**src/design/bmp_ram.sv**
```systemverilog
module bmp_ram #(
   parameter int WIDTH = 8,
   parameter int DEPTH = 64,
   localparam int AW = (DEPTH > 1) ? $clog2(DEPTH) : 1
) (
   input  logic             clock,
   input  logic             we,
   input  logic [AW-1:0]    waddr,
   input  logic [WIDTH-1:0] wdata,
   input  logic [AW-1:0]    raddr,
   output logic [WIDTH-1:0] rdata
);

   logic [WIDTH-1:0] mem_ff [DEPTH];

   always_ff @(posedge clock) begin
      if (we) begin
         mem_ff[waddr] <= wdata;
      end
      rdata <= mem_ff[raddr];
   end

endmodule

```
**config.mk**
```make
export PLATFORM = sky130hd
export DESIGN_NAME = bmp_ram
export DESIGN_NICKNAME = d
export VERILOG_FILES = /design/src/design/bmp_ram.sv
export SDC_FILE = /design/constraint.sdc
export NUM_CORES = 1
export LEC_CHECK = 0
export BUFFER_PORTS_ARGS = -buffer_cell sky130_fd_sc_hd__buf_2
export CORE_AREA = 2 2 228 230
export DETAILED_ROUTE_END_ITERATION = 7
export DIE_AREA = 0 0 230 232
export PLACE_DENSITY_LB_ADDON = 0.2
export REMOVE_ABC_BUFFERS = 1
export SYNTH_ARGS = -nofsm -noshare
export SYNTH_HDL_FRONTEND = slang
export SYNTH_SLANG_ARGS = --single-unit
```
**constraint.sdc**
```tcl
create_clock -name clock -period 3.7 [get_ports clock]
set_input_delay 0.185 -clock clock [delete_from_list [all_inputs] [get_ports clock]]
set_output_delay 0.185 -clock clock [all_outputs]
set_load 0.01 [all_outputs]
```
==> results.py <==
metrics = {
    "clocking": {
        "post_cts_buffers": 0,
        "cts-root-buf": "clkbuf_16",
        "cts.clk_slew.worst_paths_ns": 0.06,
        "cts_buffers": 53,
        "cts.sinks": 520,
        "cts_hold_buf": 0,
        "htree_levels": 2,
        "max-clock-path-buffers": 3,
        "ctsResizeCount": 0,
        "cts_tree": "done",
        "clk_latency_ns": 0.60,
    },
    "synth": {
        "synth-seq-cells": 520,
        "synthDistinctLibCells": 40,
        "synthFlopType": "edfxtp_1",
        "post-synth-top-area-cell": "edfxtp_1",
        "yosys_warnings": 0,
        "synthTopCellsByArea": "edfxtp_1 (76%), mux4_2 (14%), nor2_1 (1.5%)",
        "seq_area_frac_synth_pct": 77.0,
        "syn_avg_cell_area_um2": 21.5,
        "syn-cell-area_mm2": 0.0202,
        "synthArstFlopShare_pct": 0,
        "synth_top_area_share_pct": 76.2,
        "synth_edf_count": 512,
        "postSynthCellCount": 940,
    },
    "pwr": {
        "leakage_nw": 7.16,
        "power_density_mw_per_mm2": 553,
        "power.total_mw": 12.7,
        "vdd_drop_max_mv": 0.352,
    },
    "die": {
        "fp.coreArea_mm2": 0.0509,
        "die_w_um": 230,
        "ioPinCount": 30,
        "die_area_mm2": 0.0534,
        "die_h_um": 232,
        "fp-row-count": 83,
        "start_util_pct": 39.6,
    },
    "routing": {
        "viasPerCell": 5.59,
        "drc": 0,
        "wl_um": 47500,
        "post_drt_wl_per_cell_um": 27.5,
        "ant_nets": 0,
        "drt_iter0_markers": 1185,
        "vias": 9667,
        "drt_pre_antenna_iters": 7,
    },
    "worst_setup_path": {
        "cp-start-kind": "input pin",
        "critPathRequiredTime_ns": 4.16,
        "r2r-start": "mem_ff[40][2]",
        "worstSetupStartpoint": "raddr[1]",
        "cp_data_arrival_time_ns": 2.74,
        "cp_max_fo": 34,
        "critPathCaptureType": "register",
        "crit_type": "in2reg",
    },
    "grt": {
        "overflow": 0,
        "grt_usage_pct": 18.2,
        "grt_first_pass_wirelength_um": 70100,
        "grt_max_degree": 65,
        "grt_pass1_vias": 9896,
        "antenna_found_initial": 0,
    },
    "finish": {
        "fillCellCount": 4341,
        "drive_gt1_share_pct": 27.2,
        "num_antenna_cells": 0,
        "area_growth_pct": 13.9,
        "layout.nets": 1027,
        "final_util_pct": 45.2,
    },
    "job": {
        "drv_cap": 0,
    },
    "min_path": {
        "min-delay-start": "raddr[5]",
        "min_path_type": "in2reg",
    },
    "timing": {
        "worst_clock_skew_ns": 0.0125,
        "min_period_ns": 2.28,
        "max_freq_ghz": 0.438,
        "setup_tns_ns": 0,
        "hold_viol_final": 0,
        "maxSlewViolCount": 0,
        "fin_crit_sh_pct": 61.7,
        "slew-limit-headroom_pct": 12.4,
        "max_slew.worst_pin.slew_ns": 1.31,
        "hold_ws_ns": 0.0579,
        "setup_viol": 0,
        "rsz0062_at_grt": "no",
        "fin_ws_ns": 1.42,
    },
    "place": {
        "gp_congestion": 0.779,
        "numPortBuffers": 29,
        "place_ws_ns": 0.804,
        "dp_hpwl_um": 29200,
    },
    "status": {
        "status": "finished clean",
    },
}
[cell type report]
| type | instances | area (um^2) | area share [%] |
|---|---|---|---|
| sequential | 520 | 15500 | 67.6 |
| clock inverter | 32 | 333 | 1.45 |
| timing repair buffer | 61 | 449 | 1.95 |
| multi-input combinational | 369 | 4320 | 18.8 |
| clock buffer | 68 | 1500 | 6.51 |
| tap | 680 | 851 | 3.70 |
[per-stage QoR]
stage | cell area [um^2] | cells
2_1_floorplan | 19900 | 889
5_1_grt | 23000 | 1730
3_5_place_dp | 21200 | 1630
3_3_place_gp | 21200 | 1630
6_report | 23000 | 1730
4_1_cts | 23000 | 1730
[critical path, cell delays in order]
cell and delay [ns]:
buf_4 0.50, buf_12 0.31, mux4_2 0.55, mux2_2 0.31, a221oi_1 0.70, o2bb2ai_1 0.15
[final timing paths]
| kind | end | slack, ns | cells past startpoint |
|---|---|---|---|
| max | rdata[2] | 1.42 | 6 |
| min | rdata[2] | 0.06 | 3 |
| max reg2reg | rdata[2] | 1.55 | 4 |
| min reg2reg | rdata[6] | 0.87 | 3 |
[cells in the mapped netlist, types with 6 or more instances]
cell / n
nor3_1: 7
a221oi_1: 6
mux2_2: 13
buf_2: 11
nand2_1: 19
mux2i_1: 23
buf_4: 13
o22ai_1: 8
clkbuf_1: 17
nand2b_1: 7
dfxtp_1: 8
edfxtp_1: 512
nor2b_1: 14
nor2_1: 83
mux4_2: 126
o221ai_1: 8
nand3_1: 13
[kinds of logic after synthesis]
logic type      Yosys count  synth area share [%]
buf+inv                  51                  1.57
compound gates           54                  2.07
simple gates            153                  3.39
flops                   520                  77.0
mux                     162                  15.9
[cell usage in the layout (no fill, tap or decap), drive strengths merged, types with 4 or more instances in the layout]
cell	netlist	layout
a211oi	4	4
a221oi	6	6
buf	34	60
bufinv	0	7
clkbuf	17	69
clkinv	0	23
dfxtp	8	8
edfxtp	512	512
mux2	13	13
mux2i	23	23
mux4	126	126
nand2	19	19
nand2b	7	7
nand3	13	13
nor2	83	83
nor2b	14	14
nor3	7	7
o21ai	4	4
o221ai	8	8
o22ai	8	8
[layer usage]
metal  global-route usage (%)  up-vias  routed length (um)
met5                        0        -                   0
met1                     28.3     5224               22500
met3                     2.91       61                2980
li1                         -     4062                   -
met4                     5.02        0                 915
met2                     26.6      320               21200
[sequential cells by signal, indices dropped and copies added (netlist names)]
name	cells
mem_ff	512
rdata	8
[power breakdown]
group          internal [mW]  total [mW]  switching [mW]
combinational          0.228       0.613           0.385
clock                   3.33        5.55            2.22
sequential              6.52        6.55          0.0289
Power figures use the tool's default switching activity.
